### src/rtl/modbus_register_poll_master_core_assert.svh
// Assertion macros used by the poll master core RTL.
`ifndef MODBUS_REGISTER_POLL_MASTER_CORE_ASSERT_SVH
`define MODBUS_REGISTER_POLL_MASTER_CORE_ASSERT_SVH

// Same-cycle implication, sampled on clk and switched off while arst_n is low.
`define MBP_ASSERT_IMP(lbl, ante, cons, msg) \
	lbl: assert property (@(posedge clk) disable iff (!arst_n) (ante) |-> (cons)) \
		else $error(msg);

// Next-cycle implication, sampled on clk and switched off while arst_n is low.
`define MBP_ASSERT_NXT(lbl, ante, cons, msg) \
	lbl: assert property (@(posedge clk) disable iff (!arst_n) (ante) |=> (cons)) \
		else $error(msg);

`endif

### src/rtl/mbpoll_pkg.sv
// Types, constants and the CRC-16 byte update of the Modbus poll master.
package mbpoll_pkg;

	typedef enum logic [1:0] {
		CMD_START   = 2'd0,
		CMD_RX_BYTE = 2'd1,
		CMD_FAIL    = 2'd2
	} cmd_t;

	typedef enum logic [2:0] {
		ST_IDLE    = 3'd0,
		ST_OK      = 3'd1,
		ST_TIMEOUT = 3'd2,
		ST_UART    = 3'd3,
		ST_FRAME   = 3'd4,
		ST_CRC     = 3'd5
	} status_t;

	typedef enum logic {
		REG_DEV_ADDR       = 1'b0,
		REG_START_REGISTER = 1'b1
	} cfg_reg_t;

	localparam logic KIND_REQUEST = 1'b0;
	localparam logic KIND_OUTCOME = 1'b1;

	localparam logic [15:0] CRC_POLY   = 16'hA001;
	localparam logic [15:0] CRC_INIT   = 16'hFFFF;
	localparam logic [7:0]  FUNC_READ  = 8'h03;
	localparam logic [7:0]  BYTE_COUNT = 8'h08;
	localparam logic [7:0]  REG_COUNT  = 8'h04;

	// Response frame positions.
	localparam logic [3:0] RESP_LEN      = 4'd13;
	localparam logic [3:0] RX_CRC_BYTES  = 4'd11;
	localparam logic [3:0] PAYLOAD_FIRST = 4'd3;
	localparam logic [3:0] PAYLOAD_LAST  = 4'd10;
	localparam logic [3:0] CRC_LOW_POS   = 4'd11;
	localparam logic [3:0] LAST_RX_POS   = 4'd12;

	typedef struct packed {
		logic active;
		logic [7:0] data;
		logic last;
	} req_beat_t;

	typedef struct packed {
		logic kind;
		logic [7:0] tx_byte;
		logic last;
		logic [2:0] status;
		logic [15:0] conductivity;
		logic signed [15:0] temperature;
		logic [15:0] dissolved_solids;
		logic [15:0] salinity;
		logic online;
		logic [31:0] good_polls;
		logic [31:0] bad_polls;
	} res_t;

	function automatic logic [15:0] crc_byte(input logic [15:0] crc, input logic [7:0] b);
		logic [15:0] c;
		c = crc ^ {8'h00, b};
		for (int i = 0; i < 8; i++) begin
			if (c[0])
				c = (c >> 1) ^ CRC_POLY;
			else
				c = c >> 1;
		end
		return c;
	endfunction

endpackage

### src/rtl/mbpoll_ifs.sv
// Valid/ready channel interfaces for commands in and results out.
interface mbpoll_cmd_if;
	logic valid;
	logic ready;
	logic [1:0] cmd;
	logic [7:0] rx_byte;
	logic fail_kind;

	modport source(output valid, cmd, rx_byte, fail_kind, input ready);
	modport sink(input valid, cmd, rx_byte, fail_kind, output ready);
endinterface

interface mbpoll_res_if;
	logic valid;
	logic ready;
	logic kind;
	logic [7:0] tx_byte;
	logic last;
	logic [2:0] status;
	logic [15:0] conductivity;
	logic signed [15:0] temperature;
	logic [15:0] dissolved_solids;
	logic [15:0] salinity;
	logic online;
	logic [31:0] good_polls;
	logic [31:0] bad_polls;

	modport source(output valid, kind, tx_byte, last, status, conductivity, temperature,
		dissolved_solids, salinity, online, good_polls, bad_polls, input ready);
	modport sink(input valid, kind, tx_byte, last, status, conductivity, temperature,
		dissolved_solids, salinity, online, good_polls, bad_polls, output ready);
endinterface

### src/rtl/mbpoll_req_gen.sv
// Request serialiser: emits the eight request bytes, folding the CRC in one byte a cycle while advance is high.
module mbpoll_req_gen (
	input  logic                  clk,
	input  logic                  arst_n,
	input  logic                  start,
	input  logic [7:0]            dev_addr,
	input  logic [15:0]           start_register,
	input  logic                  advance,
	output mbpoll_pkg::req_beat_t beat
);
	import mbpoll_pkg::*;

	logic        active_q;
	logic [2:0]  idx_q;
	logic [15:0] crc_q;
	logic [7:0]  addr_q;
	logic [15:0] reg_q;
	logic [7:0]  data;

	always_comb begin
		case (idx_q)
			3'd0: data = addr_q;
			3'd1: data = FUNC_READ;
			3'd2: data = reg_q[15:8];
			3'd3: data = reg_q[7:0];
			3'd4: data = 8'h00;
			3'd5: data = REG_COUNT;
			3'd6: data = crc_q[7:0];
			3'd7: data = crc_q[15:8];
			default: data = 8'h00;
		endcase
	end

	assign beat.active = active_q;
	assign beat.data   = data;
	assign beat.last   = (idx_q == 3'd7);

	always_ff @(posedge clk or negedge arst_n) begin
		if (!arst_n) begin
			active_q <= 1'b0;
			idx_q    <= 3'd0;
		end else if (start) begin
			active_q <= 1'b1;
			idx_q    <= 3'd0;
		end else if (active_q && advance) begin
			idx_q <= idx_q + 3'd1;
			if (idx_q == 3'd7)
				active_q <= 1'b0;
		end
	end

	// The CRC bytes go out after the six header bytes have been folded in.
	always_ff @(posedge clk) begin
		if (start) begin
			crc_q  <= CRC_INIT;
			addr_q <= dev_addr;
			reg_q  <= start_register;
		end else if (active_q && advance && idx_q < 3'd6) begin
			crc_q <= crc_byte(crc_q, data);
		end
	end

endmodule

### src/rtl/modbus_register_poll_master_core.sv
// Modbus RTU read-holding-registers poll master for a four-value sensor.
//
// Commands arrive on cmd_ch (start poll, received byte, transfer failure) and
// results leave on res_ch, both valid/ready; a beat moves when both are high.
// A start yields eight request beats (kind 0), the last one marked by last; the
// thirteenth response byte, or a failure during an exchange, yields one outcome
// beat (kind 1) with status, the four values, online and the two poll tallies.
// Other commands yield nothing. cfg_we writes device address (index 0) or start
// register (index 1) from cfg_wdata; write only while the block is idle.
// An outcome is loaded into the output register as its command leaves the input
// stage. Throughput while res_ch is ready: one received byte or failure per
// cycle outside a request burst; the request serialiser sends one byte per
// cycle, so a start holds the input stage for eight beats. When res_ch stalls
// the output register holds and the input stage fills, then cmd_ch.ready
// drops. Reset clears the exchange, tallies and values to zero, status to idle
// and the device address to 2; no clearing pass is needed.
`include "modbus_register_poll_master_core_assert.svh"

module modbus_register_poll_master_core (
	input  logic        clk,
	input  logic        arst_n,
	mbpoll_cmd_if.sink  cmd_ch,
	mbpoll_res_if.source res_ch,
	input  logic        cfg_we,
	input  logic        cfg_idx,
	input  logic [15:0] cfg_wdata
);
	import mbpoll_pkg::*;

	// Configuration
	logic [7:0]  slave_addr_q;
	logic [15:0] start_reg_q;

	// Input stage
	logic       valid_s1;
	cmd_t       cmd_s1;
	logic [7:0] rx_s1;
	logic       fk_s1;

	// Exchange and result state
	logic        open_q;
	logic [3:0]  rx_cnt_q;
	logic [15:0] crc_q;
	logic        hdr_bad_q;
	logic [7:0]  crc_low_q;
	logic [7:0]  payload_q [8];
	logic [15:0] meas_q [4];
	status_t     status_q;
	logic        online_q;
	logic [31:0] good_q;
	logic [31:0] bad_q;

	// Output register
	logic out_valid_q;
	res_t res_q;

	req_beat_t req_beat;

	logic        can_load;
	logic        adv_s1;
	logic        req_start;
	logic        rx_take;
	logic        rx_end;
	logic        fail_end;
	logic        hdr_err;
	logic        crc_match;
	logic        success;
	logic        outcome;
	status_t     status_nxt;
	logic [15:0] crc_nxt;
	logic [3:0]  pl_off;
	logic [15:0] dec0, dec1, dec2, dec3;
	logic [31:0] good_nxt;
	logic [31:0] bad_nxt;

	assign can_load  = !out_valid_q || res_ch.ready;
	assign adv_s1    = valid_s1 && can_load && !req_beat.active;
	assign req_start = adv_s1 && (cmd_s1 == CMD_START);
	assign cmd_ch.ready = !valid_s1 || adv_s1;

	always_ff @(posedge clk or negedge arst_n) begin
		if (!arst_n) begin
			slave_addr_q <= 8'd2;
			start_reg_q  <= 16'd0;
		end else if (cfg_we) begin
			case (cfg_idx)
				REG_DEV_ADDR:       slave_addr_q <= cfg_wdata[7:0];
				REG_START_REGISTER: start_reg_q  <= cfg_wdata;
				default: ;
			endcase
		end
	end

	always_ff @(posedge clk or negedge arst_n) begin
		if (!arst_n)
			valid_s1 <= 1'b0;
		else if (cmd_ch.ready)
			valid_s1 <= cmd_ch.valid;
	end

	always_ff @(posedge clk) begin
		if (cmd_ch.ready && cmd_ch.valid) begin
			cmd_s1 <= cmd_t'(cmd_ch.cmd);
			rx_s1  <= cmd_ch.rx_byte;
			fk_s1  <= cmd_ch.fail_kind;
		end
	end

	always_comb begin
		rx_take   = (cmd_s1 == CMD_RX_BYTE) && open_q && (rx_cnt_q < RESP_LEN);
		rx_end    = rx_take && (rx_cnt_q == LAST_RX_POS);
		fail_end  = (cmd_s1 == CMD_FAIL) && open_q;
		hdr_err   = (rx_cnt_q == 4'd0 && rx_s1 != slave_addr_q) ||
		            (rx_cnt_q == 4'd1 && rx_s1 != FUNC_READ) ||
		            (rx_cnt_q == 4'd2 && rx_s1 != BYTE_COUNT);
		crc_match = (crc_low_q == crc_q[7:0]) && (rx_s1 == crc_q[15:8]);
		success   = rx_end && !hdr_bad_q && crc_match;
		outcome   = rx_end || fail_end;
		crc_nxt   = crc_byte(crc_q, rx_s1);
		pl_off    = rx_cnt_q - PAYLOAD_FIRST;

		if (success)
			status_nxt = ST_OK;
		else if (rx_end && hdr_bad_q)
			status_nxt = ST_FRAME;
		else if (rx_end)
			status_nxt = ST_CRC;
		else if (fk_s1)
			status_nxt = ST_UART;
		else
			status_nxt = ST_TIMEOUT;

		// Register values are big-endian in the response.
		dec0 = {payload_q[0], payload_q[1]};
		dec1 = {payload_q[2], payload_q[3]};
		dec2 = {payload_q[4], payload_q[5]};
		dec3 = {payload_q[6], payload_q[7]};

		good_nxt = good_q + {31'd0, success};
		bad_nxt  = bad_q + {31'd0, !success};
	end

	always_ff @(posedge clk or negedge arst_n) begin
		if (!arst_n) begin
			open_q    <= 1'b0;
			rx_cnt_q  <= 4'd0;
			crc_q     <= CRC_INIT;
			hdr_bad_q <= 1'b0;
			meas_q[0] <= 16'd0;
			meas_q[1] <= 16'd0;
			meas_q[2] <= 16'd0;
			meas_q[3] <= 16'd0;
			status_q  <= ST_IDLE;
			online_q  <= 1'b0;
			good_q    <= 32'd0;
			bad_q     <= 32'd0;
		end else if (adv_s1) begin
			case (cmd_s1)
				CMD_START: begin
					open_q    <= 1'b1;
					rx_cnt_q  <= 4'd0;
					crc_q     <= CRC_INIT;
					hdr_bad_q <= 1'b0;
				end
				CMD_RX_BYTE: begin
					if (rx_take) begin
						if (rx_cnt_q < RX_CRC_BYTES)
							crc_q <= crc_nxt;
						if (hdr_err)
							hdr_bad_q <= 1'b1;
						rx_cnt_q <= rx_cnt_q + 4'd1;
						if (rx_end)
							open_q <= 1'b0;
					end
				end
				CMD_FAIL: begin
					if (open_q)
						open_q <= 1'b0;
				end
				default: ;
			endcase
			if (outcome) begin
				status_q <= status_nxt;
				online_q <= success;
				good_q   <= good_nxt;
				bad_q    <= bad_nxt;
				if (success) begin
					meas_q[0] <= dec0;
					meas_q[1] <= dec1;
					meas_q[2] <= dec2;
					meas_q[3] <= dec3;
				end
			end
		end
	end

	always_ff @(posedge clk) begin
		if (adv_s1 && rx_take) begin
			if (rx_cnt_q >= PAYLOAD_FIRST && rx_cnt_q <= PAYLOAD_LAST)
				payload_q[pl_off[2:0]] <= rx_s1;
			if (rx_cnt_q == CRC_LOW_POS)
				crc_low_q <= rx_s1;
		end
	end

	mbpoll_req_gen u_req_gen (
		.clk            (clk),
		.arst_n         (arst_n),
		.start          (req_start),
		.dev_addr       (slave_addr_q),
		.start_register (start_reg_q),
		.advance        (can_load),
		.beat           (req_beat)
	);

	always_ff @(posedge clk or negedge arst_n) begin
		if (!arst_n)
			out_valid_q <= 1'b0;
		else if (can_load)
			out_valid_q <= req_beat.active || (adv_s1 && outcome);
	end

	// The outcome beat shows the state as it stands after this item.
	always_ff @(posedge clk) begin
		if (can_load) begin
			if (req_beat.active) begin
				res_q.kind             <= KIND_REQUEST;
				res_q.tx_byte          <= req_beat.data;
				res_q.last             <= req_beat.last;
				res_q.status           <= ST_IDLE;
				res_q.conductivity     <= 16'd0;
				res_q.temperature      <= 16'd0;
				res_q.dissolved_solids <= 16'd0;
				res_q.salinity         <= 16'd0;
				res_q.online           <= 1'b0;
				res_q.good_polls       <= 32'd0;
				res_q.bad_polls        <= 32'd0;
			end else begin
				res_q.kind             <= KIND_OUTCOME;
				res_q.tx_byte          <= 8'h00;
				res_q.last             <= 1'b0;
				res_q.status           <= status_nxt;
				res_q.conductivity     <= success ? dec0 : meas_q[0];
				res_q.temperature      <= success ? dec1 : meas_q[1];
				res_q.dissolved_solids <= success ? dec2 : meas_q[2];
				res_q.salinity         <= success ? dec3 : meas_q[3];
				res_q.online           <= success;
				res_q.good_polls       <= good_nxt;
				res_q.bad_polls        <= bad_nxt;
			end
		end
	end

	assign res_ch.valid            = out_valid_q;
	assign res_ch.kind             = res_q.kind;
	assign res_ch.tx_byte          = res_q.tx_byte;
	assign res_ch.last             = res_q.last;
	assign res_ch.status           = res_q.status;
	assign res_ch.conductivity     = res_q.conductivity;
	assign res_ch.temperature      = res_q.temperature;
	assign res_ch.dissolved_solids = res_q.dissolved_solids;
	assign res_ch.salinity         = res_q.salinity;
	assign res_ch.online           = res_q.online;
	assign res_ch.good_polls       = res_q.good_polls;
	assign res_ch.bad_polls        = res_q.bad_polls;

	`MBP_ASSERT_IMP(a_hold_during_burst, req_beat.active, !adv_s1, "command taken during request burst")
	`MBP_ASSERT_IMP(a_burst_runs_on, out_valid_q && res_q.kind == KIND_REQUEST && !res_q.last, req_beat.active, "request burst ended early")
	`MBP_ASSERT_NXT(a_one_tally_step, adv_s1 && outcome, (good_q + bad_q) == ($past(good_q + bad_q) + 32'd1), "outcome did not count exactly one poll")
	`MBP_ASSERT_IMP(a_count_bound, 1'b1, rx_cnt_q <= RESP_LEN, "receive count beyond frame length")

endmodule
### src/flat_wrapper.sv
// flat-port wrapper written by rule: the top's interface ports become plain ports
module modbus_register_poll_master_core_flat import mbpoll_pkg::*;
  (clk, arst_n, cfg_we, cfg_idx, cfg_wdata, cmd_ch_valid, cmd_ch_cmd, cmd_ch_rx_byte, cmd_ch_fail_kind, cmd_ch_ready, res_ch_valid, res_ch_kind, res_ch_tx_byte, res_ch_last, res_ch_status, res_ch_conductivity, res_ch_temperature, res_ch_dissolved_solids, res_ch_salinity, res_ch_online, res_ch_good_polls, res_ch_bad_polls, res_ch_ready);
  mbpoll_cmd_if cmd_ch_i ();
  mbpoll_res_if res_ch_i ();
  input  logic clk;
  input  logic arst_n;
  input  logic cfg_we;
  input  logic cfg_idx;
  input  logic [15:0] cfg_wdata;
  input wire logic [$bits(cmd_ch_i.valid)-1:0] cmd_ch_valid;
  input wire logic [$bits(cmd_ch_i.cmd)-1:0] cmd_ch_cmd;
  input wire logic [$bits(cmd_ch_i.rx_byte)-1:0] cmd_ch_rx_byte;
  input wire logic [$bits(cmd_ch_i.fail_kind)-1:0] cmd_ch_fail_kind;
  output wire logic [$bits(cmd_ch_i.ready)-1:0] cmd_ch_ready;
  output wire logic [$bits(res_ch_i.valid)-1:0] res_ch_valid;
  output wire logic [$bits(res_ch_i.kind)-1:0] res_ch_kind;
  output wire logic [$bits(res_ch_i.tx_byte)-1:0] res_ch_tx_byte;
  output wire logic [$bits(res_ch_i.last)-1:0] res_ch_last;
  output wire logic [$bits(res_ch_i.status)-1:0] res_ch_status;
  output wire logic [$bits(res_ch_i.conductivity)-1:0] res_ch_conductivity;
  output wire logic [$bits(res_ch_i.temperature)-1:0] res_ch_temperature;
  output wire logic [$bits(res_ch_i.dissolved_solids)-1:0] res_ch_dissolved_solids;
  output wire logic [$bits(res_ch_i.salinity)-1:0] res_ch_salinity;
  output wire logic [$bits(res_ch_i.online)-1:0] res_ch_online;
  output wire logic [$bits(res_ch_i.good_polls)-1:0] res_ch_good_polls;
  output wire logic [$bits(res_ch_i.bad_polls)-1:0] res_ch_bad_polls;
  input wire logic [$bits(res_ch_i.ready)-1:0] res_ch_ready;
  assign cmd_ch_i.valid = cmd_ch_valid;
  assign cmd_ch_i.cmd = cmd_ch_cmd;
  assign cmd_ch_i.rx_byte = cmd_ch_rx_byte;
  assign cmd_ch_i.fail_kind = cmd_ch_fail_kind;
  assign cmd_ch_ready = cmd_ch_i.ready;
  assign res_ch_valid = res_ch_i.valid;
  assign res_ch_kind = res_ch_i.kind;
  assign res_ch_tx_byte = res_ch_i.tx_byte;
  assign res_ch_last = res_ch_i.last;
  assign res_ch_status = res_ch_i.status;
  assign res_ch_conductivity = res_ch_i.conductivity;
  assign res_ch_temperature = res_ch_i.temperature;
  assign res_ch_dissolved_solids = res_ch_i.dissolved_solids;
  assign res_ch_salinity = res_ch_i.salinity;
  assign res_ch_online = res_ch_i.online;
  assign res_ch_good_polls = res_ch_i.good_polls;
  assign res_ch_bad_polls = res_ch_i.bad_polls;
  assign res_ch_i.ready = res_ch_ready;
  modbus_register_poll_master_core u_core (.clk(clk), .arst_n(arst_n), .cmd_ch(cmd_ch_i), .res_ch(res_ch_i), .cfg_we(cfg_we), .cfg_idx(cfg_idx), .cfg_wdata(cfg_wdata));
endmodule
### config.mk
export PLATFORM = sky130hd
export DESIGN_NAME = modbus_register_poll_master_core_flat
export DESIGN_NICKNAME = d
export VERILOG_FILES = /design/src/rtl/mbpoll_pkg.sv /design/src/rtl/mbpoll_ifs.sv /design/src/rtl/mbpoll_req_gen.sv /design/src/rtl/modbus_register_poll_master_core.sv /design/src/flat_wrapper.sv
export VERILOG_INCLUDE_DIRS = /design/src /design/src/rtl
export SDC_FILE = /design/constraint.sdc
export NUM_CORES = 1
export LEC_CHECK = 0
export BUFFER_PORTS_ARGS = -buffer_cell sky130_fd_sc_hd__buf_2
export CAP_MARGIN = 20
export CORE_MARGIN = 1.5
export CORE_UTILIZATION = 61
export CTS_BUF_LIST = sky130_fd_sc_hd__clkbuf_8
export CTS_CLUSTER_DIAMETER = 60
export CTS_CLUSTER_SIZE = 20
export DETAILED_ROUTE_END_ITERATION = 6
export PLACE_DENSITY = 0.89
export REMOVE_ABC_BUFFERS = 1
export SLEW_MARGIN = 20
export SYNTH_ARGS = -nofsm -noshare
export SYNTH_HDL_FRONTEND = slang
export SYNTH_SLANG_ARGS = --single-unit
### constraint.sdc
create_clock -name clk -period 6.3 [get_ports clk]
set_input_delay 0.315 -clock clk [delete_from_list [all_inputs] [get_ports clk]]
set_output_delay 0.315 -clock clk [all_outputs]
set_load 0.1 [all_outputs]
# Word-level counts from Yosys, hierarchy flattened
# Memories as Yosys holds them, arrays and structs flattened.
# Index checks and enable logic that the tools add are counted.
dict set report word_totals {
  reg_bits 381
  mem_bits_rw 64
  inputBits 33
  n_memories 1
}
dict set report op_classes {
  add_sub_neg 5
  magnitude_cmp 5
  eq_ne 22
  muxes 59
  n_bitwise 19
  n_reduce_logical 50
}
# name words word_bits rd rd_ports_with_merged_regs write_ports line_no
set mem_list {}
lappend mem_list {u_core.payload_q 8 8 8 0 1 modbus_register_poll_master_core.sv:46} ;# logic [7:0] payload_q [8];
# operator n
set op_table {}
lappend op_table {{16-bit two-way mux} 36}
lappend op_table {{142-bit two-way mux} 1}
lappend op_table {{32-bit by 1-bit adder with 32-bit output} 2}
lappend op_table {{8-bit case mux with 8 select lines} 1}
lappend op_table {{2-bit inverter with 3-bit output} 16}
lappend op_table {{16-bit case mux with 2 select lines} 1}
lappend op_table {{16-bit by 8-bit XOR with 16-bit output} 2}
lappend op_table {{1-bit logical AND} 20}
lappend op_table {{8-bit == test} 2}
lappend op_table {{3-bit two-way mux} 5}
lappend op_table {{3-bit == test, second input constant} 4}
lappend op_table {{4-bit AND reduction} 3}
lappend op_table {{1-bit two-way mux} 11}
lappend op_table {{2-bit AND reduction} 5}
lappend op_table {{4-bit == test, second input constant} 2}
lappend op_table {{4-bit less-than comparator, second input constant} 2}
lappend op_table {{8-bit by 2-bit inequality test with 1-bit output, second input constant} 1}
lappend op_table {{8-bit by 4-bit inequality test with 1-bit output, second input constant} 1}
lappend op_table {{8-bit inequality test} 1}
lappend op_table {{4-bit case mux with 2 select lines} 1}
lappend op_table {{3-bit by 2-bit == test with 1-bit output, second input constant} 2}
lappend op_table {{1-bit logical OR} 6}
lappend op_table {{2-bit by 1-bit inequality test with 1-bit output, second input constant} 3}
lappend op_table {{3-bit AND reduction} 2}
lappend op_table {{24 further kinds} 30}

# Depth between registers and ports, before layout
dict set report depth {
  depth_word 33
  mapped_depth 17
  depth_no_buf 17
}

# Modules after synthesis
# Synthesis repeated with hierarchy kept, for this count alone.
dict set report unflattened {
  cells_unflattened 1547
  hier_area_um2 19622.6
}
# module instances cells_per_inst area_each_um2 seq_area_each_um2
set by_module_without_submodules {}
lappend by_module_without_submodules {modbus_register_poll_master_core 1 1329 17357.9 11182.0}
lappend by_module_without_submodules {mbpoll_req_gen 1 218 2264.7 1141.1}

# Worst setup path after synthesis
# No wires, ideal clock.
dict set report synth_path {
  path_type {register to register}
  start {reg u_core.out_valid_q, in the netlist u_core.res_ch.valid}
  end {reg u_core.crc_q[1]}
  setup_ns 0.061
  t_arrival_ns 5.746
  t_required_ns 6.239
  setup_slack_ns 0.494
  path_stages_with_launch 10
  n_path_buf 1
  period_less_slack_ns 5.806
  cell_sequence {dfrtp_1 nor2b_1 inv_1 and3_1 nand2_1 clkinv_1 nand2b_1 nand2_1 clkbuf_1 o22a_1}
}
dict set report synth_via {
  elab_chain_len 5
}
# item line_no
set synth_rtl {}
lappend synth_rtl {{start: declaration} modbus_register_poll_master_core.sv:54} ;# logic out_valid_q;
lappend synth_rtl {{start signal: assignment} modbus_register_poll_master_core.sv:220} ;# out_valid_q <= req_beat.active || (adv_s1 && outcome);
lappend synth_rtl {{1-bit zero test} modbus_register_poll_master_core.sv:76} ;# assign can_load = !out_valid_q || res_ch.ready;
lappend synth_rtl {{1-bit logical OR} modbus_register_poll_master_core.sv:76}
lappend synth_rtl {{1-bit logical AND (2 in series)} modbus_register_poll_master_core.sv:77} ;# assign adv_s1 = valid_s1 && can_load && !req_beat.active;
lappend synth_rtl {{4-bit AND reduction (no source line)} --}
lappend synth_rtl {{end signal: assignment} modbus_register_poll_master_core.sv:168} ;# crc_q <= crc_nxt;
lappend synth_rtl {{end: declaration} modbus_register_poll_master_core.sv:43} ;# logic [15:0] crc_q;
# No other way between the ends.
# A chain may end at the register's enable or synchronous reset.

# Worst setup path after layout
dict set report layout_path {
  start {reg u_core.rx_cnt_q[0]}
  end {reg, netlist name u_core.res_ch.good_polls[29]}
}
dict set report layout_via {
  elab_chain_len 6
}
# item line_no
set layout_rtl {}
lappend layout_rtl {{start: declaration} modbus_register_poll_master_core.sv:42} ;# logic [3:0] rx_cnt_q;
lappend layout_rtl {{start signal: assignment} modbus_register_poll_master_core.sv:171} ;# rx_cnt_q <= rx_cnt_q + 4'd1;
lappend layout_rtl {{4-bit less-than comparator} modbus_register_poll_master_core.sv:110} ;# rx_take = (cmd_s1 == CMD_RX_BYTE) && open_q && (rx_cnt_q < RESP_LEN);
lappend layout_rtl {{1-bit logical AND} modbus_register_poll_master_core.sv:110}
lappend layout_rtl {{1-bit logical AND (*)} modbus_register_poll_master_core.sv:111} ;# rx_end = rx_take && (rx_cnt_q == LAST_RX_POS);
lappend layout_rtl {{1-bit logical AND (*) (2 in series)} modbus_register_poll_master_core.sv:117} ;# success = rx_end && !hdr_bad_q && crc_match;
lappend layout_rtl {{net u_core.success} modbus_register_poll_master_core.sv:67} ;# logic success;
lappend layout_rtl {{32-bit by 1-bit adder with 32-bit output (*)} modbus_register_poll_master_core.sv:139} ;# good_nxt = good_q + {31'd0, success};
# Mark *: on every way through the listed nets, which the timed path passes. The rest lies on a longest branch.

==> results.json <==
{
  "run_status": "complete, no violations",
  "swShare_pct": 43.1,
  "area_growth_pct": 11.7,
  "place_congestion": 0.884,
  "r2r_setup_slack_ps": 1750,
  "synth_compound_area_share_pct": 5.50,
  "fin_crit_ps": 4550,
  "grt_pass1_wl_mm": 62.9,
  "final_cell_mix": "249 x edfxtp_1, 231 x nand2_1, 175 x buf_2",
  "grt_overflow": 0,
  "hold_viol": 0,
  "skew_ps": 25.9,
  "routed_wl_mm": 39.4,
  "crit_family": "simple AND/OR/NAND/NOR gates",
  "ctsResizeCount": 0,
  "grt_max_degree": 96,
  "viasPerCell": 5.83,
  "async_reset_ff_share_pct": 40.4,
  "cts_setup_buffers": 0,
  "antenna_found_initial": 2,
  "p_total_mw": 8.99,
  "synth.distinct_cells": 52,
  "core-area_mm2": 0.0300,
  "dp_cells": 1984,
  "worst_pin_slew_ps": 1140,
  "critPathSlowestCell": "nor4_1",
  "wl_per_cell_um": 19.0,
  "pwr-share-seq_pct": 43.3,
  "synth_xor_area_share_pct": 8.07,
  "relSlewSlack_pct": 24.0,
  "die_height_um": 178,
  "cp_max_fo": 9,
  "intPower_mw": 5.12,
  "period_share_pct": 72.3,
  "clock_sinks": 445,
  "power.leakage_nw": 8.45,
  "setup_ws_ps": 1750,
  "hp-class": "input port to flop",
  "final_util_pct": 69.8,
  "fin_nets": 1706,
  "synth_ff_type": "edfxtp_1",
  "rows": 63,
  "synth_top_family_by_area": "simple AND/OR/NAND/NOR gates",
  "ys_warn_count": 0,
  "design_area_mm2": 0.0209,
  "drc_errors": 0,
  "holdBufCountCts": 29,
  "path_clk_slew_ps": 110,
  "pwr-share-comb_pct": 39.5,
  "first_iter_violations": 1211,
  "netlist_area_mm2": 0.0187,
  "first_global_vias": 12000,
  "cts_tree": "yes",
  "place_ws_ps": 1850,
  "htreeDepth": 1,
  "maxCapViolCount": 0,
  "synth_top_area_cell": "edfxtp_1",
  "synth-adder-area-share_pct": 1.20,
  "arrival_ps": 5020,
  "clk_latency_ps": 640,
  "ir_drop_mv": 0.320,
  "critPathRequiredTime_ps": 6770,
  "clockBufferDepth": 3,
  "rsz0062_at_grt": "false",
  "p_clk_share_pct": 17.2,
  "root_buffer": "clkbuf_8",
  "synth_area_per_cell_um2": 12.6,
  "synth_edf_count": 249,
  "io_buffer_count": 176,
  "finalSetupViolCount": 0,
  "final_common_cell": "edfxtp_1",
  "power_density_mw_per_mm2": 430,
  "cts_buffers": 30,
  "dieArea_mm2": 0.0317,
  "yosys.area_share.simple_pct": 11.6,
  "worst-setup-path-type": "flop to flop",
  "endpoint_kind": "flop",
  "max_stage_delay_ps": 630,
  "placed_cell_area_mm2": 0.0199,
  "dp_hpwl_mm": 25.5,
  "cp-start-kind": "flop",
  "fmax_ghz": 0.220,
  "postRouteAntennaNets": 0,
  "layout.cells.non_filler": 2071,
  "drive_gt1_share_pct": 21.3,
  "ys_ff_latch": 445,
  "slew_viol_final": 0,
  "vias": 12100,
  "synthTopCellsByArea": "edfxtp_1 40%, dfrtp_1 22%, mux2_2 5.3%, nand2_1 4.6%, xor2_1 4.0%",
  "pin_count": 177,
  "firstDrtPassIters": 6,
  "synthCells": 1481,
  "crit_chain": "inv_1 > ha_1 > and3_1 > nand3_1 > nor2_1 > nand4_1 > inv_1 > ha_1 > nand2_1 > nor4_1 > nand4_1 > or3_1 > or3_1 > a21oi_1",
  "netlist.area_leader.share_pct": 40.0,
  "synthMuxAreaShare_pct": 5.78,
  "fillers": 1989,
  "ys_seq_area_share_pct": 65.9,
  "floorplan.initialDensity_pct": 62.5,
  "switchingPower_mw": 3.87,
  "fp.dieW_um": 178,
  "track_usage_pct": 25.3,
  "cp.buffers_inverters": 2
}
==> state kept, by name, indices dropped and copies added (netlist names), 32 cells and up <==
name,flops
u_core.bad_q,32
u_core.good_q,32
u_core.meas_q,64
u_core.payload_q,64
u_core.res_ch.bad_polls,32
u_core.res_ch.good_polls,32
==> area by class of cell <==
class | instances | area, µm² | area share (%)
repair buffers | 217 | 1280 | 6.13
clock buffers | 34 | 468 | 2.24
diodes | 2 | 5.00 | 0.0240
inverters | 17 | 68.8 | 0.329
flip-flops and latches | 445 | 12300 | 59.0
well taps | 390 | 488 | 2.34
multi-input cells | 944 | 6060 | 29.0
clock inverters | 22 | 201 | 0.964
==> cell families (layout without fill, tap and decap cells) <==
group | Yosys count | in the layout
flops | 445 | 445
mux | 97 | 97
other cells | 0 | 2
compound gates | 172 | 172
buf+inv | 92 | 290
simple gates | 488 | 488
fa+ha+maj | 18 | 18
xor+xnor | 169 | 169
==> final timing paths <==
| check | start | to | cells past startpoint |
|---|---|---|---|
| min | res_ch_ready | u_core.res_ch.valid | 4 |
| min in group asynchronous | arst_n | u_core.start_reg_q[15] | 2 |
| max in group asynchronous | arst_n | u_core.u_req_gen.active_q | 3 |
| min reg2reg | u_core.start_reg_q[11] | u_core.u_req_gen.reg_q[11] | 0 |
| max | u_core.rx_cnt_q[0] | u_core.res_ch.good_polls[29] | 14 |
| max reg2reg | u_core.rx_cnt_q[0] | u_core.res_ch.good_polls[29] | 14 |
==> worst reg2reg max path: cells and delay by family (launching register included) <==
family          cells  cell delay [ps]
simple gates        9             3080
flops               1              480
fa+ha+maj           2              410
buf+inv             2              270
compound gates      1              170
==> synth_stat cells (all sizes together), types with 18 or more instances <==
| library cell | count |
|---|---|
| a21oi | 94 |
| nand3 | 45 |
| nor2 | 95 |
| xnor2 | 82 |
| ha | 18 |
| xor2 | 86 |
| clkbuf | 66 |
| and3 | 19 |
| o21ai | 28 |
| edfxtp | 249 |
| nor3 | 18 |
| or3 | 22 |
| nand2 | 231 |
| dfrtp | 163 |
| mux2 | 88 |
==> metal layers <==
metal  global-route usage, %  wire [µm]
met3                    3.24       2640
met1                    36.1      16800
met4                    7.63        946
met5                       0          0
met2                    40.9      19000
==> metrics by stage <==
step	hold slack (ps)	setup TNS, ps
6_report	76.2	0
5_1_grt	101	0
2_1_floorplan	19.4	-8620
3_3_place_gp	367	0
3_5_place_dp	386	0
4_1_cts	47.6	0
==> power by group through the flow <==
stage	registers (mW)	logic [mW]	clock network, mW
2_1_floorplan	5.33	1.43	0
4_1_cts	3.88	3.53	1.58
5_1_grt	3.93	3.75	1.68
3_5_place_dp	3.94	3.50	0
6_report	3.89	3.55	1.55
3_3_place_gp	3.93	3.40	0
(Power assumes the default switching activity.)
